## config.mk

```make
export PLATFORM = sky130hd
export DESIGN_NAME = apery_frobenius_genus
export DESIGN_NICKNAME = d
export VERILOG_FILES = /design/src/rtl/core/afg_pkg.sv /design/src/rtl/core/afg_front.sv /design/src/rtl/core/afg_queue.sv /design/src/rtl/core/afg_div.sv /design/src/rtl/core/afg_back.sv /design/src/rtl/core/apery_frobenius_genus.sv
export SDC_FILE = /design/constraint.sdc
export NUM_CORES = 2
export LEC_CHECK = 0
export BUFFER_PORTS_ARGS = -buffer_cell sky130_fd_sc_hd__buf_4
export CORE_MARGIN = 5
export CORE_UTILIZATION = 63
export CTS_BUF_LIST = sky130_fd_sc_hd__clkbuf_16
export DETAILED_ROUTE_END_ITERATION = 6
export PLACE_DENSITY = 0.79
export SLEW_MARGIN = 20
export SYNTH_ARGS = -nofsm -noshare
export SYNTH_HDL_FRONTEND = slang
export SYNTH_SLANG_ARGS = --single-unit
```

## constraint.sdc

```tcl
create_clock -name clk_i -period 6.46 [get_ports clk_i]
set_input_delay 1.292 -clock clk_i [delete_from_list [all_inputs] [get_ports clk_i]]
set_output_delay 1.292 -clock clk_i [all_outputs]
set_load 0.03 [all_outputs]
```

## src/rtl/core/afg_pkg.sv

```systemverilog
// ----------------------------------------------------------------------------
// afg_pkg
// Shared types and constants for the Apery set / Frobenius / genus block.
// ----------------------------------------------------------------------------
package afg_pkg;

  localparam int unsigned MAX_GENERATORS_DEF   = 16;
  localparam int unsigned MAX_MULTIPLICITY_DEF = 64;
  localparam int unsigned GENERATOR_WIDTH_DEF  = 12;

  // Depth of the command queue between the front and the back.
  localparam int unsigned CMD_QUEUE_DEPTH = 4;

  localparam int unsigned FROB_W   = 19;
  localparam int unsigned GENUS_W  = 18;
  localparam int unsigned STATUS_W = 2;
  localparam int unsigned OUT_TDATA_W = ((FROB_W + GENUS_W + STATUS_W + 7) / 8) * 8;

  localparam logic [31:0] RANGE_MAX = 32'd262143;

  typedef enum logic [STATUS_W-1:0] {
    ST_OK       = 2'd0,
    ST_UNREACH  = 2'd1,
    ST_OVERFLOW = 2'd2
  } status_e;

  // Classification of one accepted item.
  typedef struct packed {
    logic store;  // nonzero generator, goes into the store
    logic last;   // closes the set and starts the evaluation
  } cmd_ctl_t;

  typedef enum logic [3:0] {
    S_IDLE,
    S_CHECK,
    S_GM_RD,
    S_GM_ST,
    S_GM_DIV,
    S_INIT,
    S_R_RD,
    S_R_CHK,
    S_K_RD,
    S_K_CALC,
    S_K_UPD,
    S_SW_RD,
    S_SW_CHK,
    S_SW_DIV,
    S_FIN
  } back_state_e;

endpackage

```

## src/rtl/core/afg_front.sv

```systemverilog
// ----------------------------------------------------------------------------
// afg_front
// Accepts generator items and turns them into queue commands.
// ----------------------------------------------------------------------------
module afg_front #(
  parameter int unsigned GenWidth = afg_pkg::GENERATOR_WIDTH_DEF,
  parameter int unsigned TdataW   = ((GenWidth + 7) / 8) * 8
) (
  input  logic                 clk_i,
  input  logic                 rst_ni,
  input  logic                 s_tvalid_i,
  output logic                 s_tready_o,
  input  logic [TdataW-1:0]    s_tdata_i,
  input  logic                 s_tlast_i,
  output logic                 cmd_valid_o,
  input  logic                 cmd_full_i,
  output logic [GenWidth-1:0]  cmd_gen_o,
  output afg_pkg::cmd_ctl_t    cmd_ctl_o
);
  import afg_pkg::*;

  logic [GenWidth-1:0] gen;
  logic                take;

  assign gen        = s_tdata_i[GenWidth-1:0];
  assign s_tready_o = !cmd_full_i;
  assign take       = s_tvalid_i && !cmd_full_i;

  // A zero generator adds nothing; it is only forwarded when it closes the set.
  always_comb begin
    cmd_ctl_o.store = (gen != '0);
    cmd_ctl_o.last  = s_tlast_i;
    cmd_valid_o     = take && ((gen != '0) || s_tlast_i);
    cmd_gen_o       = gen;
  end

  assert property (@(posedge clk_i) disable iff (!rst_ni)
    cmd_valid_o |-> (cmd_ctl_o.store || cmd_ctl_o.last))
    else $error("front pushed an empty command");

endmodule

```

## src/rtl/core/afg_queue.sv

```systemverilog
// ----------------------------------------------------------------------------
// afg_queue
// Small command queue that decouples the front from the back.
// ----------------------------------------------------------------------------
module afg_queue #(
  parameter int unsigned Width = 14,
  parameter int unsigned Depth = afg_pkg::CMD_QUEUE_DEPTH
) (
  input  logic             clk_i,
  input  logic             rst_ni,
  input  logic             push_i,
  input  logic [Width-1:0] wdata_i,
  output logic             full_o,
  output logic             valid_o,
  input  logic             pop_i,
  output logic [Width-1:0] rdata_o
);
  import afg_pkg::*;

  localparam int unsigned PW = (Depth > 1) ? $clog2(Depth) : 1;
  localparam int unsigned CW = $clog2(Depth + 1);

  logic [Width-1:0] mem_q [Depth];
  logic [PW-1:0]    wp_q, wp_d, rp_q, rp_d;
  logic [CW-1:0]    cnt_q, cnt_d;
  logic             do_push, do_pop;

  assign full_o  = (cnt_q == CW'(Depth));
  assign valid_o = (cnt_q != '0);
  assign rdata_o = mem_q[rp_q];
  assign do_push = push_i && !full_o;
  assign do_pop  = pop_i && valid_o;

  always_comb begin
    wp_d  = wp_q;
    rp_d  = rp_q;
    cnt_d = cnt_q;
    if (do_push) begin
      wp_d = (wp_q == PW'(Depth - 1)) ? '0 : wp_q + 1'b1;
    end
    if (do_pop) begin
      rp_d = (rp_q == PW'(Depth - 1)) ? '0 : rp_q + 1'b1;
    end
    if (do_push && !do_pop) begin
      cnt_d = cnt_q + 1'b1;
    end else if (do_pop && !do_push) begin
      cnt_d = cnt_q - 1'b1;
    end
  end

  always_ff @(posedge clk_i or negedge rst_ni) begin
    if (!rst_ni) begin
      wp_q  <= '0;
      rp_q  <= '0;
      cnt_q <= '0;
    end else begin
      wp_q  <= wp_d;
      rp_q  <= rp_d;
      cnt_q <= cnt_d;
    end
  end

  always_ff @(posedge clk_i) begin
    if (do_push) begin
      mem_q[wp_q] <= wdata_i;
    end
  end

  assert property (@(posedge clk_i) disable iff (!rst_ni)
    cnt_q <= CW'(Depth))
    else $error("queue count beyond depth");

endmodule

```

## src/rtl/core/afg_div.sv

```systemverilog
// ----------------------------------------------------------------------------
// afg_div
// Restoring divider, one quotient bit per cycle.
// ----------------------------------------------------------------------------
module afg_div #(
  parameter int unsigned DivdW = 18,
  parameter int unsigned DivsW = 7
) (
  input  logic             clk_i,
  input  logic             rst_ni,
  input  logic             start_i,
  input  logic [DivdW-1:0] dividend_i,
  input  logic [DivsW-1:0] divisor_i,
  output logic             done_o,
  output logic [DivdW-1:0] quo_o,
  output logic [DivsW-1:0] rem_o
);
  import afg_pkg::*;

  localparam int unsigned SCW = $clog2(DivdW + 1);

  logic [DivdW-1:0] quo_q, quo_d;
  logic [DivsW-1:0] rem_q, rem_d;
  logic [SCW-1:0]   step_q, step_d;
  logic             busy_q, busy_d, done_q, done_d;
  logic [DivsW:0]   trial;

  assign trial = {rem_q, quo_q[DivdW-1]};

  always_comb begin
    quo_d  = quo_q;
    rem_d  = rem_q;
    step_d = step_q;
    busy_d = busy_q;
    done_d = 1'b0;
    if (start_i) begin
      quo_d  = dividend_i;
      rem_d  = '0;
      step_d = '0;
      busy_d = 1'b1;
    end else if (busy_q) begin
      if (trial >= {1'b0, divisor_i}) begin
        rem_d = DivsW'(trial - {1'b0, divisor_i});
        quo_d = {quo_q[DivdW-2:0], 1'b1};
      end else begin
        rem_d = DivsW'(trial);
        quo_d = {quo_q[DivdW-2:0], 1'b0};
      end
      step_d = step_q + 1'b1;
      if (step_q == SCW'(DivdW - 1)) begin
        busy_d = 1'b0;
        done_d = 1'b1;
      end
    end
  end

  always_ff @(posedge clk_i or negedge rst_ni) begin
    if (!rst_ni) begin
      busy_q <= 1'b0;
      done_q <= 1'b0;
      step_q <= '0;
    end else begin
      busy_q <= busy_d;
      done_q <= done_d;
      step_q <= step_d;
    end
  end

  always_ff @(posedge clk_i) begin
    quo_q <= quo_d;
    rem_q <= rem_d;
  end

  assign done_o = done_q;
  assign quo_o  = quo_q;
  assign rem_o  = rem_q;

  assert property (@(posedge clk_i) disable iff (!rst_ni)
    start_i |-> !busy_q)
    else $error("divider restarted while busy");

endmodule

```

## src/rtl/core/afg_back.sv

```systemverilog
// ----------------------------------------------------------------------------
// afg_back
// Generator store, Apery relaxation, Frobenius and genus evaluation.
// ----------------------------------------------------------------------------
module afg_back #(
  parameter int unsigned MaxGen   = afg_pkg::MAX_GENERATORS_DEF,
  parameter int unsigned MaxMult  = afg_pkg::MAX_MULTIPLICITY_DEF,
  parameter int unsigned GenWidth = afg_pkg::GENERATOR_WIDTH_DEF
) (
  input  logic                                clk_i,
  input  logic                                rst_ni,
  input  logic                                cmd_valid_i,
  output logic                                cmd_ready_o,
  input  logic [GenWidth-1:0]                 cmd_gen_i,
  input  afg_pkg::cmd_ctl_t                   cmd_ctl_i,
  output logic                                m_tvalid_o,
  input  logic                                m_tready_i,
  output logic [afg_pkg::OUT_TDATA_W-1:0]     m_tdata_o
);
  import afg_pkg::*;

  localparam int unsigned RW  = $clog2(MaxMult);
  localparam int unsigned MW  = $clog2(MaxMult + 1);
  localparam int unsigned TW  = GenWidth + RW;
  localparam int unsigned KW  = $clog2(MaxGen);
  localparam int unsigned CNW = $clog2(MaxGen + 1);
  localparam int unsigned SW  = TW + RW + 1;
  localparam int unsigned CW  = ((TW > FROB_W) ? TW : FROB_W) + 1;
  localparam logic [TW-1:0] INF = {TW{1'b1}};

  back_state_e state_q, state_d;

  logic [CNW-1:0]      cnt_q, cnt_d;
  logic [GenWidth-1:0] min_q, min_d;
  logic                ovf_q, ovf_d;
  logic [KW-1:0]       k_q, k_d;
  logic [RW-1:0]       r_q, r_d, nr_q, nr_d;
  logic [TW-1:0]       tr_q, tr_d, cost_q, cost_d, maxw_q, maxw_d;
  logic                chg_q, chg_d, unr_q, unr_d, force_q, force_d;
  logic [SW-1:0]       gsum_q, gsum_d;
  logic                out_valid_q, out_valid_d;
  logic [OUT_TDATA_W-1:0] out_data_q, out_data_d;

  // Memories and their registered read data.
  logic [GenWidth-1:0] gen_mem  [MaxGen];
  logic [RW-1:0]       gmod_mem [MaxGen];
  logic [TW-1:0]       tab_mem  [MaxMult];
  logic [GenWidth-1:0] gen_rd_q;
  logic [RW-1:0]       gmod_rd_q;
  logic [TW-1:0]       tab_rd_q;
  logic                gen_we, gmod_we, tab_we;
  logic [RW-1:0]       tab_waddr, tab_raddr;
  logic [TW-1:0]       tab_wdata;

  logic             div_start, div_done;
  logic [TW-1:0]    div_divd, div_quo;
  logic [MW-1:0]    div_rem, m_w;
  logic [RW-1:0]    m_m1;
  logic [RW:0]      nsum, m_e;
  logic             chg_n, wrote;
  logic signed [CW-1:0] frob_full;
  logic [FROB_W-1:0]    frob_res;
  logic [GENUS_W-1:0]   genus_res;
  status_e              st_res;

  assign m_w  = MW'(min_q);
  assign m_m1 = RW'(min_q - 1'b1);
  assign m_e  = (RW + 1)'(m_w);
  assign nsum = {1'b0, r_q} + {1'b0, gmod_rd_q};
  assign frob_full = $signed(CW'(maxw_q)) - $signed(CW'(min_q));

  afg_div #(.DivdW(TW), .DivsW(MW)) u_div (
    .clk_i      (clk_i),
    .rst_ni     (rst_ni),
    .start_i    (div_start),
    .dividend_i (div_divd),
    .divisor_i  (m_w),
    .done_o     (div_done),
    .quo_o      (div_quo),
    .rem_o      (div_rem)
  );

  // Result of the evaluation, from the flags and the sweep registers.
  always_comb begin
    frob_res  = '0;
    genus_res = '0;
    st_res    = ST_OK;
    if (force_q) begin
      frob_res  = FROB_W'(RANGE_MAX);
      genus_res = GENUS_W'(RANGE_MAX);
      st_res    = ST_OVERFLOW;
    end else if (unr_q) begin
      st_res = ST_UNREACH;
    end else if (min_q == GenWidth'(1)) begin
      frob_res = '1;
    end else if (frob_full > $signed(CW'(RANGE_MAX))) begin
      frob_res  = FROB_W'(RANGE_MAX);
      genus_res = GENUS_W'(RANGE_MAX);
      st_res    = ST_OVERFLOW;
    end else if (frob_full < 0) begin
      frob_res = '1;
    end else begin
      // Selmer: the genus is the sum of floor(w / m) over the Apery set.
      frob_res  = FROB_W'(frob_full);
      genus_res = GENUS_W'(gsum_q);
    end
  end

  always_comb begin
    state_d     = state_q;
    cnt_d       = cnt_q;
    min_d       = min_q;
    ovf_d       = ovf_q;
    k_d         = k_q;
    r_d         = r_q;
    nr_d        = nr_q;
    tr_d        = tr_q;
    cost_d      = cost_q;
    maxw_d      = maxw_q;
    chg_d       = chg_q;
    unr_d       = unr_q;
    force_d     = force_q;
    gsum_d      = gsum_q;
    out_valid_d = out_valid_q && !m_tready_i;
    out_data_d  = out_data_q;
    gen_we      = 1'b0;
    gmod_we     = 1'b0;
    tab_we      = 1'b0;
    tab_waddr   = r_q;
    tab_wdata   = INF;
    tab_raddr   = r_q;
    div_start   = 1'b0;
    div_divd    = TW'(gen_rd_q);
    cmd_ready_o = 1'b0;
    chg_n       = chg_q;
    wrote       = 1'b0;

    case (state_q)
      S_IDLE: begin
        cmd_ready_o = 1'b1;
        if (cmd_valid_i) begin
          if (cmd_ctl_i.store) begin
            if (cnt_q < CNW'(MaxGen)) begin
              gen_we = 1'b1;
              cnt_d  = cnt_q + 1'b1;
            end else begin
              ovf_d = 1'b1;
            end
            if (cmd_gen_i < min_q) begin
              min_d = cmd_gen_i;
            end
          end
          if (cmd_ctl_i.last) begin
            state_d = S_CHECK;
          end
        end
      end
      S_CHECK: begin
        k_d     = '0;
        r_d     = '0;
        maxw_d  = '0;
        gsum_d  = '0;
        unr_d   = 1'b0;
        force_d = 1'b0;
        if (ovf_q) begin
          force_d = 1'b1;
          state_d = S_FIN;
        end else if (cnt_q == '0) begin
          unr_d   = 1'b1;
          state_d = S_FIN;
        end else if (int'(min_q) > MaxMult) begin
          force_d = 1'b1;
          state_d = S_FIN;
        end else begin
          state_d = S_GM_RD;
        end
      end
      // Reduce every stored generator modulo m.
      S_GM_RD: state_d = S_GM_ST;
      S_GM_ST: begin
        div_start = 1'b1;
        state_d   = S_GM_DIV;
      end
      S_GM_DIV: begin
        if (div_done) begin
          gmod_we = 1'b1;
          if (k_q == KW'(cnt_q - 1'b1)) begin
            r_d     = '0;
            state_d = S_INIT;
          end else begin
            k_d     = k_q + 1'b1;
            state_d = S_GM_RD;
          end
        end
      end
      S_INIT: begin
        tab_we    = 1'b1;
        tab_wdata = (r_q == '0) ? '0 : INF;
        if (r_q == m_m1) begin
          r_d     = '0;
          chg_d   = 1'b0;
          state_d = S_R_RD;
        end else begin
          r_d = r_q + 1'b1;
        end
      end
      // Relaxation passes, repeated until one pass changes nothing.
      S_R_RD: state_d = S_R_CHK;
      S_R_CHK: begin
        tr_d = tab_rd_q;
        k_d  = '0;
        if (tab_rd_q != INF) begin
          state_d = S_K_RD;
        end else if (r_q != m_m1) begin
          r_d     = r_q + 1'b1;
          state_d = S_R_RD;
        end else if (chg_q) begin
          r_d     = '0;
          chg_d   = 1'b0;
          state_d = S_R_RD;
        end else begin
          r_d     = '0;
          state_d = S_SW_RD;
        end
      end
      S_K_RD: state_d = S_K_CALC;
      S_K_CALC: begin
        nr_d      = RW'((nsum >= m_e) ? nsum - m_e : nsum);
        cost_d    = tr_q + TW'(gen_rd_q);
        tab_raddr = nr_d;
        state_d   = S_K_UPD;
      end
      S_K_UPD: begin
        if (cost_q < tab_rd_q) begin
          tab_we    = 1'b1;
          tab_waddr = nr_q;
          tab_wdata = cost_q;
          wrote     = 1'b1;
        end
        chg_n = chg_q | wrote;
        chg_d = chg_n;
        if (k_q != KW'(cnt_q - 1'b1)) begin
          k_d     = k_q + 1'b1;
          state_d = S_K_RD;
        end else if (r_q != m_m1) begin
          r_d     = r_q + 1'b1;
          state_d = S_R_RD;
        end else if (chg_n) begin
          r_d     = '0;
          chg_d   = 1'b0;
          state_d = S_R_RD;
        end else begin
          r_d     = '0;
          state_d = S_SW_RD;
        end
      end
      // Sweep: reachability, largest entry and the quotient sum.
      S_SW_RD: state_d = S_SW_CHK;
      S_SW_CHK: begin
        if (tab_rd_q == INF) begin
          unr_d   = 1'b1;
          state_d = S_FIN;
        end else begin
          if (tab_rd_q > maxw_q) begin
            maxw_d = tab_rd_q;
          end
          div_divd  = tab_rd_q;
          div_start = 1'b1;
          state_d   = S_SW_DIV;
        end
      end
      S_SW_DIV: begin
        if (div_done) begin
          gsum_d = gsum_q + SW'(div_quo);
          if (r_q == m_m1) begin
            state_d = S_FIN;
          end else begin
            r_d     = r_q + 1'b1;
            state_d = S_SW_RD;
          end
        end
      end
      S_FIN: begin
        if (!out_valid_q) begin
          out_valid_d = 1'b1;
          out_data_d  = OUT_TDATA_W'({st_res, genus_res, frob_res});
          cnt_d       = '0;
          min_d       = '1;
          ovf_d       = 1'b0;
          state_d     = S_IDLE;
        end
      end
      default: state_d = S_IDLE;
    endcase
  end

  always_ff @(posedge clk_i or negedge rst_ni) begin
    if (!rst_ni) begin
      state_q     <= S_IDLE;
      cnt_q       <= '0;
      min_q       <= '1;
      ovf_q       <= 1'b0;
      out_valid_q <= 1'b0;
    end else begin
      state_q     <= state_d;
      cnt_q       <= cnt_d;
      min_q       <= min_d;
      ovf_q       <= ovf_d;
      out_valid_q <= out_valid_d;
    end
  end

  always_ff @(posedge clk_i) begin
    k_q        <= k_d;
    r_q        <= r_d;
    nr_q       <= nr_d;
    tr_q       <= tr_d;
    cost_q     <= cost_d;
    maxw_q     <= maxw_d;
    chg_q      <= chg_d;
    unr_q      <= unr_d;
    force_q    <= force_d;
    gsum_q     <= gsum_d;
    out_data_q <= out_data_d;
  end

  always_ff @(posedge clk_i) begin
    if (gen_we) begin
      gen_mem[cnt_q[KW-1:0]] <= cmd_gen_i;
    end
    gen_rd_q <= gen_mem[k_q];
  end

  always_ff @(posedge clk_i) begin
    if (gmod_we) begin
      gmod_mem[k_q] <= div_rem[RW-1:0];
    end
    gmod_rd_q <= gmod_mem[k_q];
  end

  always_ff @(posedge clk_i) begin
    if (tab_we) begin
      tab_mem[tab_waddr] <= tab_wdata;
    end
    tab_rd_q <= tab_mem[tab_raddr];
  end

  assign m_tvalid_o = out_valid_q;
  assign m_tdata_o  = out_data_q;

  assert property (@(posedge clk_i) disable iff (!rst_ni)
    cnt_q <= CNW'(MaxGen))
    else $error("generator count beyond store depth");

  assert property (@(posedge clk_i) disable iff (!rst_ni)
    (state_q == S_K_CALC) |-> (tr_q != INF))
    else $error("relaxing from an unreached residue");

  assert property (@(posedge clk_i) disable iff (!rst_ni)
    (state_q == S_FIN && !out_valid_q) |=> (out_valid_q && state_q == S_IDLE))
    else $error("finished result not posted");

endmodule

```

## src/rtl/core/apery_frobenius_genus.sv

```systemverilog
// ----------------------------------------------------------------------------
// apery_frobenius_genus
// Frobenius number and genus of a numerical semigroup from its generators.
// ----------------------------------------------------------------------------
//   channel   direction  fields (tdata from bit 0 up)
//   s_axis    in         generator; tlast marks the last generator
//   m_axis    out        frobenius[18:0], genus[36:19], status[38:37]
//
// A generator item is taken whenever the command queue has room.
// After the last item the back works on its own: it reduces each stored
// generator modulo m, sets up the Apery table, runs relaxation passes until
// one pass changes nothing, and closes with a sweep over every residue. The
// reduction and the sweep share one bit-serial divider, and the table has a
// single read port. Input stalls once the four-entry queue fills.
// Reset is asynchronous and active low; it empties the queue, clears the
// generator count and the overflow flag, and sets the smallest generator
// to all ones.
// ----------------------------------------------------------------------------
module apery_frobenius_genus #(
  parameter int unsigned MAX_GENERATORS   = afg_pkg::MAX_GENERATORS_DEF,
  parameter int unsigned MAX_MULTIPLICITY = afg_pkg::MAX_MULTIPLICITY_DEF,
  parameter int unsigned GENERATOR_WIDTH  = afg_pkg::GENERATOR_WIDTH_DEF,
  parameter int unsigned InTdataW         = ((GENERATOR_WIDTH + 7) / 8) * 8
) (
  input  logic                            clk_i,
  input  logic                            rst_ni,
  input  logic                            s_axis_tvalid_i,
  output logic                            s_axis_tready_o,
  input  logic [InTdataW-1:0]             s_axis_tdata_i,   // generator
  input  logic                            s_axis_tlast_i,
  output logic                            m_axis_tvalid_o,
  input  logic                            m_axis_tready_i,
  output logic [afg_pkg::OUT_TDATA_W-1:0] m_axis_tdata_o    // frobenius, genus, status
);
  import afg_pkg::*;

  localparam int unsigned QW = GENERATOR_WIDTH + $bits(cmd_ctl_t);

  logic                       push, full, q_valid, pop;
  logic [GENERATOR_WIDTH-1:0] f_gen, b_gen;
  cmd_ctl_t                   f_ctl, b_ctl;
  logic [QW-1:0]              q_rdata;

  // The front only classifies; every item that matters becomes a command.
  afg_front #(.GenWidth(GENERATOR_WIDTH), .TdataW(InTdataW)) u_front (
    .clk_i       (clk_i),
    .rst_ni      (rst_ni),
    .s_tvalid_i  (s_axis_tvalid_i),
    .s_tready_o  (s_axis_tready_o),
    .s_tdata_i   (s_axis_tdata_i),
    .s_tlast_i   (s_axis_tlast_i),
    .cmd_valid_o (push),
    .cmd_full_i  (full),
    .cmd_gen_o   (f_gen),
    .cmd_ctl_o   (f_ctl)
  );

  afg_queue #(.Width(QW), .Depth(CMD_QUEUE_DEPTH)) u_queue (
    .clk_i   (clk_i),
    .rst_ni  (rst_ni),
    .push_i  (push),
    .wdata_i ({f_ctl, f_gen}),
    .full_o  (full),
    .valid_o (q_valid),
    .pop_i   (pop),
    .rdata_o (q_rdata)
  );

  assign b_gen = q_rdata[GENERATOR_WIDTH-1:0];
  assign b_ctl = cmd_ctl_t'(q_rdata[QW-1:GENERATOR_WIDTH]);

  // The back pops one command a cycle while idle and owns the result register.
  afg_back #(
    .MaxGen   (MAX_GENERATORS),
    .MaxMult  (MAX_MULTIPLICITY),
    .GenWidth (GENERATOR_WIDTH)
  ) u_back (
    .clk_i       (clk_i),
    .rst_ni      (rst_ni),
    .cmd_valid_i (q_valid),
    .cmd_ready_o (pop),
    .cmd_gen_i   (b_gen),
    .cmd_ctl_i   (b_ctl),
    .m_tvalid_o  (m_axis_tvalid_o),
    .m_tready_i  (m_axis_tready_i),
    .m_tdata_o   (m_axis_tdata_o)
  );

endmodule
```

### After elaboration in Yosys (flattened, before gate mapping)

Memory sizes are Yosys's and may differ from the RTL's. A register that Yosys moved wholly into a read port is not among the register bits.
Cells that the tools add are included.

* bits in registers: 199
* bits in writable memories: 1496
* input port bits: 21
* output and inout port bits: 42
* logic and storage cells: 261
* memories kept: 4

Memory list
* u_back.tab_mem: depth 64, bits a word 18, read ports 1, clocked after memory_dff 1, write ports 1, line afg_back.sv:47 `logic [TW-1:0] tab_mem [MaxMult];`
* u_back.gen_mem: depth 16, bits a word 12, read ports 1, clocked after memory_dff 1, write ports 1, line afg_back.sv:45 `logic [GenWidth-1:0] gen_mem [MaxGen];`
* u_back.gmod_mem: depth 16, bits a word 6, read ports 1, clocked after memory_dff 1, write ports 1, line afg_back.sv:46 `logic [RW-1:0] gmod_mem [MaxGen];`
* u_queue.mem_q: depth 4, bits a word 14, read ports 1, clocked after memory_dff 0, write ports 1, line afg_queue.sv:23 `logic [Width-1:0] mem_q [Depth];`

* add/sub/neg operators: 16
* magnitude comparators: 9
* equality and inequality tests: 45
* muxes and demuxes: 122
* bitwise gates (word level): 2
* reduce and logical (&&, ||, !) cells: 38

Operator list (number)
* two-way mux 18 bit: 13
* two-way mux 4 bit: 18
* two-way mux 6 bit: 12
* one-hot mux 18 bit (2 select lines): 2
* one-hot mux 4 bit (15 select lines): 1
* two-way mux 19 bit: 3
* one-hot mux 25 bit (2 select lines): 1
* two-way mux 12 bit: 4
* two-way mux 1 bit: 41
* one-hot mux 6 bit (6 select lines): 1
* two-way mux 5 bit: 6
* equality test 4 bit, second input constant: 7
* != test 2 bit, second input constant: 13
* adder 25 x 18 -> 25 bit: 1
* two-way mux 25 bit: 1
* one-hot mux 12 bit (2 select lines): 1
* > comparator 19 bit, second input constant: 1
* < comparator 19 x 1 -> 1 bit, second input constant: 1
* subtractor 18 x 12 -> 19 bit: 1
* adder 18 x 12 -> 18 bit: 1
* equality test 18 bit, second input constant: 1
* > comparator 18 bit: 1
* < comparator 18 bit: 1
* != test 18 bit, second input constant: 1
* other kinds (54): 99

### Longest topological paths before layout

* word-level depth: 9
* gate-level depth with buffers: 22
* depth with buffers taken out: 17

### Hierarchy

From an unflattened synthesis, not the netlist that was laid out.

* cells, all modules: 4764
* area total of the unflattened synthesis: 71646.2 um2

Modules (own cells, without submodules)
* afg_back: times used 1, cells an instance 4464, area each 67079.3 um2, sequential area each 48456.5 um2
* afg_queue: times used 1, cells an instance 110, area each 2514.9 um2, sequential area each 1856.8 um2
* afg_div: times used 1, cells an instance 169, area each 1889.3 um2, sequential area each 855.8 um2
* afg_front: times used 1, cells an instance 21, area each 162.7 um2, sequential area each 0.0 um2

### Least setup slack after synthesis

No wires, ideal clock.

* kind: reg-to-reg
* start: reg u_back.tab_rd_q[1] (read register of u_back.tab_mem)
* end: mem u_back.tab_mem[0][0] in the netlist's numbering, data pin
* setup time: 701 ps
* arrival: 4234 ps
* data required time: 5759 ps
* path slack: 1524 ps
* cell stages (with the launch flop): 12
* path buffers: 1
* period minus slack after synthesis: 4936 ps
* cells stage by stage: dfxtp_1 > inv_1 > ha_1 > a21o_1 > a21o_1 > a31oi_1 > o21ai_0 > nand4_1 > nand2_1 > clkbuf_1 > nor2_1 > o21ai_0

* word-level cells in the longest chain between the ends: 3

RTL lines
* start: declaration: line afg_back.sv:50 `logic [TW-1:0] tab_rd_q;`
* < comparator 18 bit: line afg_back.sv:234 `if (cost_q < tab_rd_q) begin`
* two-way mux 18 bit: line afg_back.sv:234
* one-hot mux 18 bit (2 select lines): line afg_back.sv:138 `case (state_q)`
* via u_back.tab_wdata[0]: line afg_back.sv:53 `logic [TW-1:0] tab_wdata;`
* end: declaration: line afg_back.sv:47

The timed path passes the listed nets, and every way through them passes these cells.

### Worst setup path in the final report

* start: reg u_back.r_q[0]
* end: reg u_back.tab_rd_q[11] (read register of u_back.tab_mem)

* word-level cells in the longest chain between the ends: 4
* elaborated cells between the ends (all ways): 5
* classes of those cells: 2 x add/sub; 1 x order compare; 2 x mux

RTL lines
* start: declaration: line afg_back.sv:37 `logic [RW-1:0] r_q, r_d, nr_q, nr_d;`
* start signal: assignment: line afg_back.sv:315 `r_q <= r_d;`
* adder 6 x 6 -> 7 bit: line afg_back.sv:69 `assign nsum = {1'b0, r_q} + {1'b0, gmod_rd_q};`
* subtractor 6 bit or >= comparator 7 bit (tied branches): line afg_back.sv:228 `nr_d = RW'((nsum >= m_e) ? nsum - m_e : nsum);`
* two-way mux 6 bit: line afg_back.sv:228
* two-way mux 6 bit (*): line afg_back.sv:138

Every way passes the cells marked *; elsewhere a longest branch is shown, timed or not.
A chain may end at the register's enable or synchronous reset.

==> metrics.md <==
| Metric | Value |
|---|---|
| Sw Pwr | `19.1 mW` |
| VDD IR max | `~0.74 mV` |
| Number of setup violations in the final report | `0` |
| Peak fanout along the critical path | `103` |
| Hold Crit Class | `input port to asynchronous set/reset pin` |
| Worst Clk Skew | `41.1 ps` |
| Synthesized cell area | `0.0765 mm²` |
| Fmax | `168 MHz` |
| Hold buffer count at cts | `0` |
| Cells on worst reg2reg path | `21` |
| PortBufs | `57` |
| Post-DP HPWL | `126 mm` |
| Post-DRT Antenna Nets | `0` |
| Syn nets | `5550` |
| Sw Share | `approximately two fifths` |
| Fin crit share | `91.9%` |
| Post-CTS setup buffer count | `0` |
| FF-to-FF setup slack | `520 ps` |
| Area Overhead vs Synth | `11.4%` |
| Register area share after synthesis | `66.9%` |
| Critical Path End Type | `register` |
| Max_cap viols | `0` |
| Starting Density | `63.6%` |
| WS Path Type | `register to register` |
| Worst setup endpoint | `u_back.tab_rd_q[11]` |
| Post-synth EDFFs | `1644` |
| All-Layer GR Usage | `32.7%` |
| Routed vias/inst | `7.08` |
| Area of the multi-input gates | `0.0230 mm²` |
| Crit path cell chain | `ha_2 -> fa_1 -> a21o_1 -> a21oi_1 -> nor2b_1 -> o21ai_0 -> nand2b_1 -> ha_1 -> a21oi_1 -> o21ai_4 -> a2111oi_4 -> buf_12 -> a21oi_4 -> buf_12 -> buf_4 -> a221oi_1 -> a221oi_1 -> a211oi_1 -> buf_4 -> mux2i_1 -> mux2_2` |
| DRC violations left | `2` |
| Total CTS buffers | `170` |
| Worst Max-Slew Pin Slew | `1150 ps` |
| Required @ worst endpoint | `a little over 7000 ps` |
| Clk pwr share | `a little over a fifth` |
| CP max stage cell | `buf_12` |
| Die Y | `around 360 µm` |
| Crit path from | `u_back.r_q[0]` |
| Global route overflow | `0` |
| Initial antenna violation count | `3` |
| Boundary Pins | `63` |
| Syn avg cell area | `14.2 µm²` |
| Clock transition at path regs | `60 ps` |
| Drt total wl | `between 200 and 250 mm` |
| Width of the die | `359 µm` |
| CTS H-tree depth | `4` |
| Pwr per Cell Area | `between 500 and 600 mW/mm²` |
| Synth async-reset ratio | `2.15%` |
| Rel. slew slack | `between 20% and 30%` |
| Crit path time final | `5940 ps` |
| RSZ-0062 raised after global routing | `false` |
| Main flop type after synthesis | `edfxtp_1` |
| CTS tree | `built` |
| Die area | `0.129 mm²` |
| CP arrival | `approximately 6600 ps` |
| Worst r2r dst | `u_back.tab_rd_q[11]` |
| Post-route cell area | `0.0853 mm²` |
| DR pass1 iterations | `7` |
| TNS Setup | `0 ps` |
| Leakage | `28.7 nW` |
| Slowest Stage Delay on Critical Path | `470 ps` |
| Logic pwr share | `44.9%` |
| Worst setup SP type | `register` |
| DRT iter0 DRCs | `8194` |
| Placer Congestion | `roughly 0.88` |
| Reg2reg start | `u_back.r_q[0]` |
| Hold Vio Cnt, Final | `0` |
| Yosys cell types | `84` |
| Post-CTS sizing | `0` |
| Sequential share of power | `between 30% and 40%` |
| Clock root buffer | `clkbuf_16` |
| Slew Viols, Final | `0` |
| Status | `complete, but fails checks` |
| Layout cell share with drive strength beyond 1 | `13.8%` |
| Commonest non-fill, non-tap cells in the layout | `edfxtp_1 (1644), nand2_1 (485), a221oi_1 (290), inv_1 (282), buf_4 (266)` |
| FP Rows | `between 100 and 150` |
| Worst-case clock buffer depth | `3` |
| Register cell area after layout | `0.0512 mm²` |
| Failing checks | `DRC` |
| Drt wl/cell | `29.3 µm` |
| Vias in the first global route | `roughly 49k` |
| Fillers | `around 7.4k` |
| Clk_lat worst skew | `810 ps` |
| Final #Nets | `5594` |
| Clk sinks | `1724` |
| Commonest non-fill, non-tap cell in the layout | `edfxtp_1` |
| Area post-placement | `0.0797 mm²` |
| #FFs+latches synth | `~1.7k` |
| Internal Power | `between 20 and 30 mW` |
| Yosys warns | `0` |
| CORE AREA | `between 0.1 and 0.15 mm²` |
| First-pass GRT wire length | `314 mm` |
| Synth Instances | `5394` |
| Pin count of the biggest net entering global routing | `between 150 and 200` |
| Power Total | `45.4 mW` |
| Via count | `50.9k` |
## final cells by class
type,count,share of cell area (%)
Timing Repair Buffer,297,3.08
Clock buffer,174,5.11
Sequential cell,1724,60.0
Multi-Input combinational cell,3002,27.0
Inverter,243,1.08
Clock inverter,134,1.34
Tap cell,1612,2.37
Antenna cell,2,0.00587
## flip-flops by register name, indices dropped and copies added (netlist names), 18 cells and up
register and cells:
u_back.tr_q 18, u_back.gen_mem 192, u_back.gsum_q 18, u_back.gmod_mem 96, u_queue.mem_q 56, u_back.cost_q 18
u_back.maxw_q 18, u_back.tab_mem 1152, u_back.u_div.quo_o 18, u_back.tab_rd_q 18, u_back.m_tdata_o 39
## worst max-delay path, delay by kind of cell, from the launching register on
family / cells / cell delay (ps)
AND/OR/NAND/NOR: 2 / 150
flip-flops: 1 / 440
multiplexers: 2 / 590
buffers and inverters: 4 / 1210
adder cells (fa/ha/maj): 3 / 920
AO/OA/AOI/OAI: 10 / 2440
## power by group through the flow
stage          Combinational (mW)  Sequential, mW  Clock [mW]
3_3_place_gp                 19.0            15.4           0
4_1_cts                      19.7            15.2        9.82
2_1_floorplan                12.2            15.0           0
3_5_place_dp                 19.5            15.4           0
6_report                     20.4            15.2        9.78
5_1_grt                      21.4            15.3        10.3
## routing by layer
layer  vias to the layer above  GRT usage, %  part of all wire [%]
met3                       528          9.04                    14
met4                         2          13.5                   4.3
li1                      21400             -                     -
met1                     25200          46.5                    37
met2                      3737          48.5                    45
met5                         -             0                0.0057
## how the worst min path moves through the flow
stage                                 end  slack (ps)             startpoint
global route             u_queue.cnt_q[0]         500                 rst_ni
detailed placement  u_back.u_div.rem_o[6]         480  u_back.u_div.rem_o[6]
global placement         u_queue.cnt_q[2]         470       u_queue.cnt_q[2]
floorplan                  u_back.tr_q[0]         450     u_back.tab_rd_q[0]
finish                   u_queue.cnt_q[0]         500                 rst_ni
CTS                      u_queue.cnt_q[0]         460                 rst_ni
## Yosys cell counts (8+ instances only)
library cell  number  area, µm²
dfrtp_1           25        626
xnor2_1           45        394
nand2b_1          23        144
buf_6              9        101
dfstp_2           12        315
a211oi_1         151       1130
a2111oi_0        216       1890
a21o_1            45        338
nand4_1           17        106
buf_4             13       97.6
nor3_1            39        195
mux4_2           104       2340
nor2b_1          158        988
a211o_1           72        631
nand3b_1          77        578
edfxtp_1        1644      49400
a221oi_1         290       2540
inv_1            241        905
a21oi_1           61        305
buf_1             25       93.8
or3_1             11       68.8
a31oi_1           89        557
nand2_1          504       1890
clkbuf_1         297       1110
xor2_1            31        272
dfxtp_1           43        861
o211ai_1          75        563
buf_2             81        405
a311oi_1          71        622
a21boi_0          10       75.1
mux2i_1          208       2080
and2_1             8       50.1
and3_1            12       75.1
mux2_2            35        394
o21ai_0           95        475
o31ai_1            8       60.1
nor2_1           208        781
nand3_1          109        546
ha_1             128       1600
nor4_1            11       68.8
## logic make-up after synthesis
logic type / synth area share (%)
AO/OA/AOI/OAI: 12.7
XOR/XNOR: 0.870
adder cells (fa/ha/maj): 2.29
buffers and inverters: 3.56
flip-flops: 66.9
multiplexers: 6.30
other: 0.00490
AND/OR/NAND/NOR: 7.42
## per-stage QoR
| step | util [%] | worst slack [ps] | std cells | hold slack [ps] |
|---|---|---|---|---|
| after global routing | 70.9 | 308 | 7186 | 502 |
| final | 70.9 | 524 | 7188 | 497 |
| after CTS | 70.8 | 707 | 7186 | 459 |
| after detailed placement | 66.3 | 810 | 6878 | 484 |
| after global placement | 66.2 | 825 | 6877 | 472 |
| after floorplan | - | 1520 | 5394 | 454 |
Note: power is estimated with default switching activity, not from simulation.
